**config.mk**
```make
export PLATFORM = sky130hd
export DESIGN_NAME = page_frame_table_mfu_core
export DESIGN_NICKNAME = d
export VERILOG_FILES = /design/src/hdl/pft_pkg.sv /design/src/hdl/pft_front.sv /design/src/hdl/pft_queue.sv /design/src/hdl/pft_back.sv /design/src/hdl/page_frame_table_mfu_core.sv
export SDC_FILE = /design/constraint.sdc
export NUM_CORES = 1
export LEC_CHECK = 0
export BUFFER_PORTS_ARGS = -buffer_cell sky130_fd_sc_hd__buf_2
export CAP_MARGIN = 20
export CORE_ASPECT_RATIO = 0.6
export CORE_MARGIN = 5
export CORE_UTILIZATION = 40
export CTS_CLUSTER_DIAMETER = 60
export DETAILED_ROUTE_END_ITERATION = 10
export GPL_TIMING_DRIVEN = 0
export PLACE_DENSITY = 0.63
export SYNTH_ARGS = -nofsm -noshare
export SYNTH_HDL_FRONTEND = slang
export SYNTH_SLANG_ARGS = --single-unit
```
**constraint.sdc**
```tcl
create_clock -name clk -period 12.7 [get_ports clk]
set_input_delay 3.175 -clock clk [delete_from_list [all_inputs] [get_ports clk]]
set_output_delay 3.175 -clock clk [all_outputs]
set_load 0.01 [all_outputs]
```
**src/hdl/pft_pkg.sv**
```systemverilog
// Shared types and constants for the page frame table core.
// No dependencies; used by every module of the block.
package pft_pkg;

  localparam int ELEM_W         = 24;
  localparam int PAGE_SIZE      = 256;
  localparam int OFF_W          = $clog2(PAGE_SIZE);
  localparam int PAGE_BITS      = 16;
  localparam int CNT_W          = 32;
  localparam int NUM_FRAMES_DEF = 6;
  localparam int Q_DEPTH        = 2;

  localparam logic [CNT_W-1:0]     CNT_MAX   = {CNT_W{1'b1}};
  localparam logic [PAGE_BITS-1:0] LAST_INIT = PAGE_BITS'(1);

  // One classified request: page number and in-page offset.
  typedef struct packed {
    logic [PAGE_BITS-1:0] page;
    logic [OFF_W-1:0]     offset;
  } req_t;

endpackage

```
**src/hdl/pft_front.sv**
```systemverilog
// Front end: takes requests, splits the index into page and offset.
// Depends on pft_pkg; feeds pft_queue.
module pft_front (
  input  logic                      clk,
  input  logic                      rst_n,
  input  logic                      start,
  output logic                      busy,
  input  logic [pft_pkg::ELEM_W-1:0] in_element_index,
  input  logic                      q_ready,
  output logic                      q_push,
  output pft_pkg::req_t             q_data
);

  logic          front_vld_r;
  logic          front_vld_nxt;
  pft_pkg::req_t front_req_r;
  pft_pkg::req_t front_req_nxt;
  logic          accept;

  assign q_push = front_vld_r & q_ready;
  assign busy   = front_vld_r & ~q_ready;
  assign accept = start & ~busy;
  assign q_data = front_req_r;

  always_comb begin
    front_vld_nxt        = accept | (front_vld_r & ~q_push);
    front_req_nxt.page   = pft_pkg::PAGE_BITS'(in_element_index >> pft_pkg::OFF_W);
    front_req_nxt.offset = in_element_index[pft_pkg::OFF_W-1:0];
  end

  always_ff @(posedge clk) begin
    if (!rst_n) begin
      front_vld_r <= 1'b0;
    end else begin
      front_vld_r <= front_vld_nxt;
    end
  end

  // hold the payload unless a new request lands
  always_ff @(posedge clk) begin
    if (accept) begin
      front_req_r <= front_req_nxt;
    end
  end

endmodule

```
**src/hdl/pft_queue.sv**
```systemverilog
// Short request queue between front end and table back end.
// Depends on pft_pkg for the request type and depth.
module pft_queue (
  input  logic          clk,
  input  logic          rst_n,
  input  logic          push,
  input  pft_pkg::req_t push_data,
  output logic          ready,
  input  logic          pop,
  output logic          valid,
  output pft_pkg::req_t pop_data
);

  localparam int PW = (pft_pkg::Q_DEPTH > 1) ? $clog2(pft_pkg::Q_DEPTH) : 1;
  localparam int CW = $clog2(pft_pkg::Q_DEPTH + 1);
  localparam logic [PW-1:0] PTR_LAST = PW'(pft_pkg::Q_DEPTH - 1);
  localparam logic [CW-1:0] CNT_FULL = CW'(pft_pkg::Q_DEPTH);

  pft_pkg::req_t   entry_r [pft_pkg::Q_DEPTH];
  logic [PW-1:0]   wr_ptr_r, wr_ptr_nxt;
  logic [PW-1:0]   rd_ptr_r, rd_ptr_nxt;
  logic [CW-1:0]   count_r, count_nxt;
  logic            do_push, do_pop;

  assign ready    = (count_r != CNT_FULL);
  assign valid    = (count_r != '0);
  assign pop_data = entry_r[rd_ptr_r];
  assign do_push  = push & ready;
  assign do_pop   = pop & valid;

  always_comb begin
    wr_ptr_nxt = wr_ptr_r;
    rd_ptr_nxt = rd_ptr_r;
    count_nxt  = count_r;
    if (do_push) begin
      wr_ptr_nxt = (wr_ptr_r == PTR_LAST) ? '0 : wr_ptr_r + PW'(1);
    end
    if (do_pop) begin
      rd_ptr_nxt = (rd_ptr_r == PTR_LAST) ? '0 : rd_ptr_r + PW'(1);
    end
    if (do_push && !do_pop) begin
      count_nxt = count_r + CW'(1);
    end else if (do_pop && !do_push) begin
      count_nxt = count_r - CW'(1);
    end
  end

  always_ff @(posedge clk) begin
    if (!rst_n) begin
      wr_ptr_r <= '0;
      rd_ptr_r <= '0;
      count_r  <= '0;
    end else begin
      wr_ptr_r <= wr_ptr_nxt;
      rd_ptr_r <= rd_ptr_nxt;
      count_r  <= count_nxt;
    end
  end

  always_ff @(posedge clk) begin
    if (do_push) begin
      entry_r[wr_ptr_r] <= push_data;
    end
  end

endmodule

```
**src/hdl/pft_back.sv**
```systemverilog
// Back end: frame table, lookup, most-frequently-used victim choice, update.
// Depends on pft_pkg; pulls requests from pft_queue.
module pft_back #(
  parameter int NUM_FRAMES = pft_pkg::NUM_FRAMES_DEF
) (
  input  logic                               clk,
  input  logic                               rst_n,
  input  logic                               q_valid,
  input  pft_pkg::req_t                      q_data,
  output logic                               q_pop,
  output logic                               out_strobe,
  output logic [$clog2(NUM_FRAMES)-1:0]      out_frame,
  output logic [pft_pkg::OFF_W-1:0]          out_offset,
  output logic                               out_hit,
  output logic                               out_writeback,
  output logic [pft_pkg::PAGE_BITS-1:0]      out_evicted_page
);

  localparam int FW = $clog2(NUM_FRAMES);
  localparam int LV = FW;
  localparam int NP = 1 << LV;
  localparam int PB = pft_pkg::PAGE_BITS;
  localparam int CW = pft_pkg::CNT_W;

  typedef enum logic {S_LOOK, S_UPD} state_t;

  state_t           state_r;
  logic [PB-1:0]    page_r    [NUM_FRAMES];
  logic             valid_r   [NUM_FRAMES];
  logic [CW-1:0]    cnt_r     [NUM_FRAMES];
  logic [PB-1:0]    last_r;

  // lookup results held for the update cycle
  pft_pkg::req_t    req_r;
  logic             hit_r;
  logic [FW-1:0]    hit_idx_r;
  logic             any_inv_r;
  logic [FW-1:0]    inv_idx_r;
  logic             elig_r    [NUM_FRAMES];

  logic             hit_nxt;
  logic [FW-1:0]    hit_idx_nxt;
  logic             any_inv_nxt;
  logic [FW-1:0]    inv_idx_nxt;
  logic             elig_nxt  [NUM_FRAMES];

  logic [CW-1:0]    t_cnt [LV+1][NP];
  logic [FW-1:0]    t_idx [LV+1][NP];
  logic             t_ok  [LV+1][NP];
  logic             pick_hi;
  logic [FW-1:0]    victim;
  logic [FW-1:0]    slot;
  logic             wb;

  logic             out_strobe_r;
  logic [FW-1:0]    out_frame_r;
  logic [pft_pkg::OFF_W-1:0] out_offset_r;
  logic             out_hit_r;
  logic             out_wb_r;
  logic [PB-1:0]    out_ev_r;

  assign q_pop = (state_r == S_LOOK) & q_valid;

  // Lookup on the queue head: match, first empty frame, eviction candidates.
  always_comb begin
    hit_nxt     = 1'b0;
    hit_idx_nxt = '0;
    any_inv_nxt = 1'b0;
    inv_idx_nxt = '0;
    for (int i = NUM_FRAMES - 1; i >= 0; i--) begin
      if (valid_r[i] && page_r[i] == q_data.page) begin
        hit_nxt     = 1'b1;
        hit_idx_nxt = FW'(i);
      end
      if (!valid_r[i]) begin
        any_inv_nxt = 1'b1;
        inv_idx_nxt = FW'(i);
      end
      elig_nxt[i] = valid_r[i] && (page_r[i] != last_r);
    end
  end

  // Tournament over eligible frames: highest count, ties to higher index.
  always_comb begin
    for (int j = 0; j < NP; j++) begin
      if (j < NUM_FRAMES) begin
        t_cnt[0][j] = cnt_r[j];
        t_idx[0][j] = FW'(j);
        t_ok[0][j]  = elig_r[j];
      end else begin
        t_cnt[0][j] = '0;
        t_idx[0][j] = '0;
        t_ok[0][j]  = 1'b0;
      end
    end
    for (int l = 0; l < LV; l++) begin
      for (int j = 0; j < NP; j++) begin
        t_cnt[l+1][j] = '0;
        t_idx[l+1][j] = '0;
        t_ok[l+1][j]  = 1'b0;
      end
      for (int j = 0; j < NP / 2; j++) begin
        if (j < (NP >> (l + 1))) begin
          pick_hi = t_ok[l][2*j+1] &&
                    (!t_ok[l][2*j] || t_cnt[l][2*j+1] >= t_cnt[l][2*j]);
          t_cnt[l+1][j] = pick_hi ? t_cnt[l][2*j+1] : t_cnt[l][2*j];
          t_idx[l+1][j] = pick_hi ? t_idx[l][2*j+1] : t_idx[l][2*j];
          t_ok[l+1][j]  = t_ok[l][2*j] | t_ok[l][2*j+1];
        end
      end
    end
    pick_hi = 1'b0;
    victim  = t_ok[LV][0] ? t_idx[LV][0] : '0;
  end

  always_comb begin
    priority if (hit_r) begin
      slot = hit_idx_r;
    end else if (any_inv_r) begin
      slot = inv_idx_r;
    end else begin
      slot = victim;
    end
    wb = ~hit_r & ~any_inv_r;
  end

  always_ff @(posedge clk) begin
    if (!rst_n) begin
      state_r      <= S_LOOK;
      out_strobe_r <= 1'b0;
      last_r       <= pft_pkg::LAST_INIT;
      for (int i = 0; i < NUM_FRAMES; i++) begin
        valid_r[i] <= 1'b0;
        cnt_r[i]   <= '0;
      end
    end else begin
      out_strobe_r <= 1'b0;
      unique case (state_r)
        S_LOOK: begin
          if (q_valid) begin
            state_r <= S_UPD;
          end
        end
        S_UPD: begin
          state_r      <= S_LOOK;
          out_strobe_r <= 1'b1;
          out_frame_r  <= slot;
          out_offset_r <= req_r.offset;
          out_hit_r    <= hit_r;
          out_wb_r     <= wb;
          out_ev_r     <= wb ? page_r[slot] : '0;
          if (hit_r) begin
            last_r <= req_r.page;
            if (cnt_r[slot] != pft_pkg::CNT_MAX) begin
              cnt_r[slot] <= cnt_r[slot] + CW'(1);
            end
          end else begin
            valid_r[slot] <= 1'b1;
            cnt_r[slot]   <= '0;
          end
        end
        default: state_r <= S_LOOK;
      endcase
    end
  end

  // Payload registers: no reset needed.
  always_ff @(posedge clk) begin
    if (q_pop) begin
      req_r     <= q_data;
      hit_r     <= hit_nxt;
      hit_idx_r <= hit_idx_nxt;
      any_inv_r <= any_inv_nxt;
      inv_idx_r <= inv_idx_nxt;
      for (int i = 0; i < NUM_FRAMES; i++) begin
        elig_r[i] <= elig_nxt[i];
      end
    end
    if (state_r == S_UPD) begin
      if (!hit_r) begin
        page_r[slot] <= req_r.page;
      end
    end
  end

  assign out_strobe       = out_strobe_r;
  assign out_frame        = out_frame_r;
  assign out_offset       = out_offset_r;
  assign out_hit          = out_hit_r;
  assign out_writeback    = out_wb_r;
  assign out_evicted_page = out_ev_r;

endmodule

```
**src/hdl/page_frame_table_mfu_core.sv**
```systemverilog
// Top level of the page frame table with most-frequently-used replacement.
// Depends on pft_pkg, pft_front, pft_queue and pft_back.
//
//   channel   handshake            payload
//   -------   ------------------   -------------------------------------------
//   request   start / busy         in_element_index
//   result    out_strobe (1 cyc)   out_frame, out_offset, out_hit,
//                                  out_writeback, out_evicted_page
//
// Flow: a request is taken when start is high and busy is low. The front
// stage registers the split page/offset and moves it into a two-entry queue.
// The back end works on each request in a lookup state and then an update
// state: the first compares the page against every frame and marks eviction
// candidates, the second picks the victim and updates the table. The back end
// pops no new request until the update of the last is done. On its way to the
// result a request passes the front register, the queue, the lookup registers
// and the result registers.
// Reset: rst_n is synchronous, active low; it empties the table (all frames
// invalid, counts zero), sets the last-accessed page to one, and drains the
// queue. Frame page tags are not cleared; they are read only once valid.
// Stalls: busy rises while the front register is full and the queue has no
// room. Results are shown for one cycle and cannot be held off.
module page_frame_table_mfu_core #(
  parameter int NUM_FRAMES = pft_pkg::NUM_FRAMES_DEF
) (
  input  logic                               clk,
  input  logic                               rst_n,
  input  logic                               start,
  output logic                               busy,
  input  logic [pft_pkg::ELEM_W-1:0]         in_element_index,
  output logic                               out_strobe,
  output logic [$clog2(NUM_FRAMES)-1:0]      out_frame,
  output logic [pft_pkg::OFF_W-1:0]          out_offset,
  output logic                               out_hit,
  output logic                               out_writeback,
  output logic [pft_pkg::PAGE_BITS-1:0]      out_evicted_page
);

  // front to queue
  logic          fq_push;
  logic          fq_ready;
  pft_pkg::req_t fq_data;

  // queue to back end
  logic          qb_valid;
  logic          qb_pop;
  pft_pkg::req_t qb_data;

  // accept and classify requests
  pft_front u_front (
    .clk              (clk),
    .rst_n            (rst_n),
    .start            (start),
    .busy             (busy),
    .in_element_index (in_element_index),
    .q_ready          (fq_ready),
    .q_push           (fq_push),
    .q_data           (fq_data)
  );

  // decouple front from table work
  pft_queue u_queue (
    .clk       (clk),
    .rst_n     (rst_n),
    .push      (fq_push),
    .push_data (fq_data),
    .ready     (fq_ready),
    .pop       (qb_pop),
    .valid     (qb_valid),
    .pop_data  (qb_data)
  );

  // look up, replace, report
  pft_back #(
    .NUM_FRAMES (NUM_FRAMES)
  ) u_back (
    .clk              (clk),
    .rst_n            (rst_n),
    .q_valid          (qb_valid),
    .q_data           (qb_data),
    .q_pop            (qb_pop),
    .out_strobe       (out_strobe),
    .out_frame        (out_frame),
    .out_offset       (out_offset),
    .out_hit          (out_hit),
    .out_writeback    (out_writeback),
    .out_evicted_page (out_evicted_page)
  );

endmodule
```
==> metrics.csv <==
metric,value,unit
clkSlewWorstSetupHoldPaths,70,ps
final_core_util,46.1,%
first_global_vias,22300,
critPathKind,reg -> reg,
cpMaxStageDelayCell,a221oi_2,
leakage,0.0129,uW
hpwlAfterDp,87800,um
synth_area_per_cell,11.5,um^2
start_util,40.1,%
yosysTopAreaCell,edfxtp_1,
fmax,0.0795,GHz
cts_tree,done,
fin_ws,120,ps
synth_area_leaders,"edfxtp_1 (52%), ha_1 (6.7%), nor2_1 (4.0%)",
rrSetupSlack,120,ps
drcViolationCount,0,
n_fill_cell,6929,
hold_class,reg -> reg,
final_nets,2972,
num_antenna_cells,0,
synth_area,0.0302,mm^2
crit_buf_inv,13,
cts_max_level,2,
tns,0,ps
io_pins,58,
cts-buffers-inserted,54,
holdWs,420,ps
r2r-end,u_back.cnt_r[4][21],
clockBufferDepth,3,
synth_top_area_share,52.2,%
hold_path.startpoint,u_back.req_r[4],
dr.first_iter.drc_count,3345,
cp-start-kind,flop,
root_buffer,clkbuf_16,
viasPerCell,6.11,
synth_enable_flop_cells,524,
area_growth,14.8,%
grt_pass1_wl,160000,um
multi_input_area,0.0130,mm^2
post-place-ws,-4520,ps
final.period_utilization,99.1,%
synthTopCellsByCount,"edfxtp_1 (524), nor2_1 (321), nand2_1 (201)",
drive_gt1_share,15.6,%
critPathArrivalTime,12970,ps
die_w,365,um
timing.final.hold_violations,0,
min_path_cells,0,
port_buffers,56,
synth_most_common_cell,edfxtp_1,
antenna_found_initial,3,
place_congestion,1.01,
ys_ff_latch,553,
grt-ovfl-total,0,
ys_warn_count,0,
vias,23400,
layout_min_cycle_time,12580,ps
grt.total_usage,27.5,%
r2r_start,u_back.cnt_r[1][6],
ir_worst_vdd,0.118,mV
fin_skew,37.4,ps
dr.pass1.iters,6,
insertion_delay,660,ps
slew_viol_final,0,
rows,78,
setup_violations,0,
die_area,0.0812,mm^2
wl_per_cell,29.7,um
core,0.0751,mm^2
postCtsHoldBufs,0,
synth_flop_cell,edfxtp_1,
pwr_density_cell,218,mW/mm^2
regArea,0.0163,mm^2
hold_path_end,u_back.out_offset[4],
ant_nets,0,
synth-seq-area-share,54.1,%
grt_max_degree,31,
worstPathMaxFanout,20,
die_y,223,um
max_stage_delay,630,ps
async_reset_ff_share,0,%
ff2ff_path_depth,45,
slew_headroom,20.7,%
worst_pin_slew,1180,ps
status,finished clean,
cp-end-kind,flop,
path_delay_family,compound AO/OA/AOI/OAI gates,
synth_cell_type_count,87,
maxCapViolCount,0,
synthCells,2621,
syn-num-nets,2810,
wl,114000,um
cts.sinks,553,
worstPathRequired,13090,ps
-- logic make-up (layout without fill, tap and decap cells) --
logic type,after synthesis,in the layout,share of synthesized area [%]
buffers and inverters,274,482,3.80
and+or+nand+nor,757,757,11.6
xor gates and xnor gates,218,218,6.33
DFF,553,553,54.1
adders and majority gates,162,162,6.72
muxes,189,189,7.53
AOI/OAI and AO/OA,468,468,9.94
-- placed cells by master, fill, tap and decap left out, types with 11 or more instances in the layout --
master / synthesis / final
inv_1: 145 / 143
a21oi_1: 137 / 131
buf_6: 8 / 30
dfxtp_1: 29 / 29
xor2_1: 120 / 120
o21ai_0: 114 / 106
nand2_1: 201 / 195
mux4_2: 23 / 23
clkbuf_2: 0 / 11
o22ai_1: 35 / 35
mux2i_1: 92 / 82
clkbuf_1: 79 / 65
o21ai_1: 8 / 11
clkbuf_16: 0 / 55
a31oi_1: 15 / 15
a21boi_0: 20 / 20
xnor2_1: 98 / 98
buf_2: 22 / 67
clkinv_2: 0 / 13
nor3_1: 21 / 18
or3_1: 11 / 11
o211ai_1: 14 / 14
mux2_2: 74 / 74
nor4_1: 33 / 32
nor2_1: 321 / 314
edfxtp_1: 524 / 524
nand3_1: 42 / 42
ha_1: 162 / 162
buf_4: 7 / 32
a21o_1: 18 / 18
o221ai_1: 11 / 11
nand4_1: 52 / 52
-- what timing repair did --
item | 4_1_cts | 5_1_grt
gates resized for setup | 91 | 47
buffers inserted | 6 | 1
setup endpoints to repair | 591 | 437
pin swaps | 5 | 4
-- state kept, by name (all words and copies together) (netlist names), 2 cells and up, named ones only --
signal	count
u_back.cnt_r	256
u_back.page_r	128
u_queue.entry_r	48
u_back.req_r	24
u_front.q_data	24
u_back.last_r	16
u_back.out_evicted_page	16
u_back.out_offset	8
u_back.elig_r	6
u_back.valid_r	6
u_back.hit_idx_r	3
u_back.inv_idx_r	3
u_back.out_frame	3
u_queue.count_r	2
-- final cells by class --
cell class / count / area share (%)
clock buffer: 65 / 4.08
timing repair buffer: 106 / 2.60
inverter: 147 / 1.61
buffer: 127 / 2.17
sequential: 553 / 47.1
multi-input combinational: 1794 / 37.4
tap: 1000 / 3.61
clock inverter: 37 / 1.38
-- worst reg2reg max path, delay by kind of cell (launching register included) --
| family | cells | cell delay [ps] |
|---|---|---|
| AND/OR/NAND/NOR | 10 | 1970 |
| AO/OA/AOI/OAI | 18 | 4580 |
| buffers and inverters | 13 | 4000 |
| flip-flops | 1 | 500 |
| adder cells (fa/ha/maj) | 4 | 1260 |
-- routing by layer --
| metal | track usage [%] | wire length [um] |
|---|---|---|
| met5 | 0 | 34 |
| met4 | 6.22 | 2190 |
| met3 | 12.1 | 18700 |
| met2 | 32.8 | 40200 |
| met1 | 44.0 | 52700 |
-- worst max-delay path by stage --
stage / startpoint / to / slack [ps] / depth (start not counted)
floorplan: u_back.cnt_r[2][0] / u_back.cnt_r[6][0] / 1350 / 39
global placement: u_back.cnt_r[2][23] / u_back.cnt_r[7][21] / -7420 / 40
detailed placement: u_back.cnt_r[3][0] / u_back.cnt_r[1][22] / -4520 / 44
CTS: u_back.cnt_r[3][0] / u_back.cnt_r[2][22] / 80 / 46
global route: u_back.cnt_r[2][23] / u_back.cnt_r[1][24] / -20 / 47
finish: u_back.cnt_r[1][6] / u_back.cnt_r[4][21] / 120 / 45
-- report_power, final --
group | total (uW) | switching (uW) | internal [uW]
sequential | 2450 | 201 | 2250
combinational | 3370 | 2300 | 1070
clock | 1740 | 753 | 986
total | 7560 | 3250 | 4310
-- stage by stage --
stage | std cells | instance area, um^2 | total power, uW
2_1_floorplan | 2621 | 30200 | 4240
3_3_place_gp | 3677 | 31700 | 5450
3_5_place_dp | 3716 | 32300 | 5550
4_1_cts | 3824 | 34500 | 7370
5_1_grt | 3829 | 34600 | 7820
6_report | 3829 | 34600 | 7560
No activity file was read; power rests on OpenSTA's default activity.
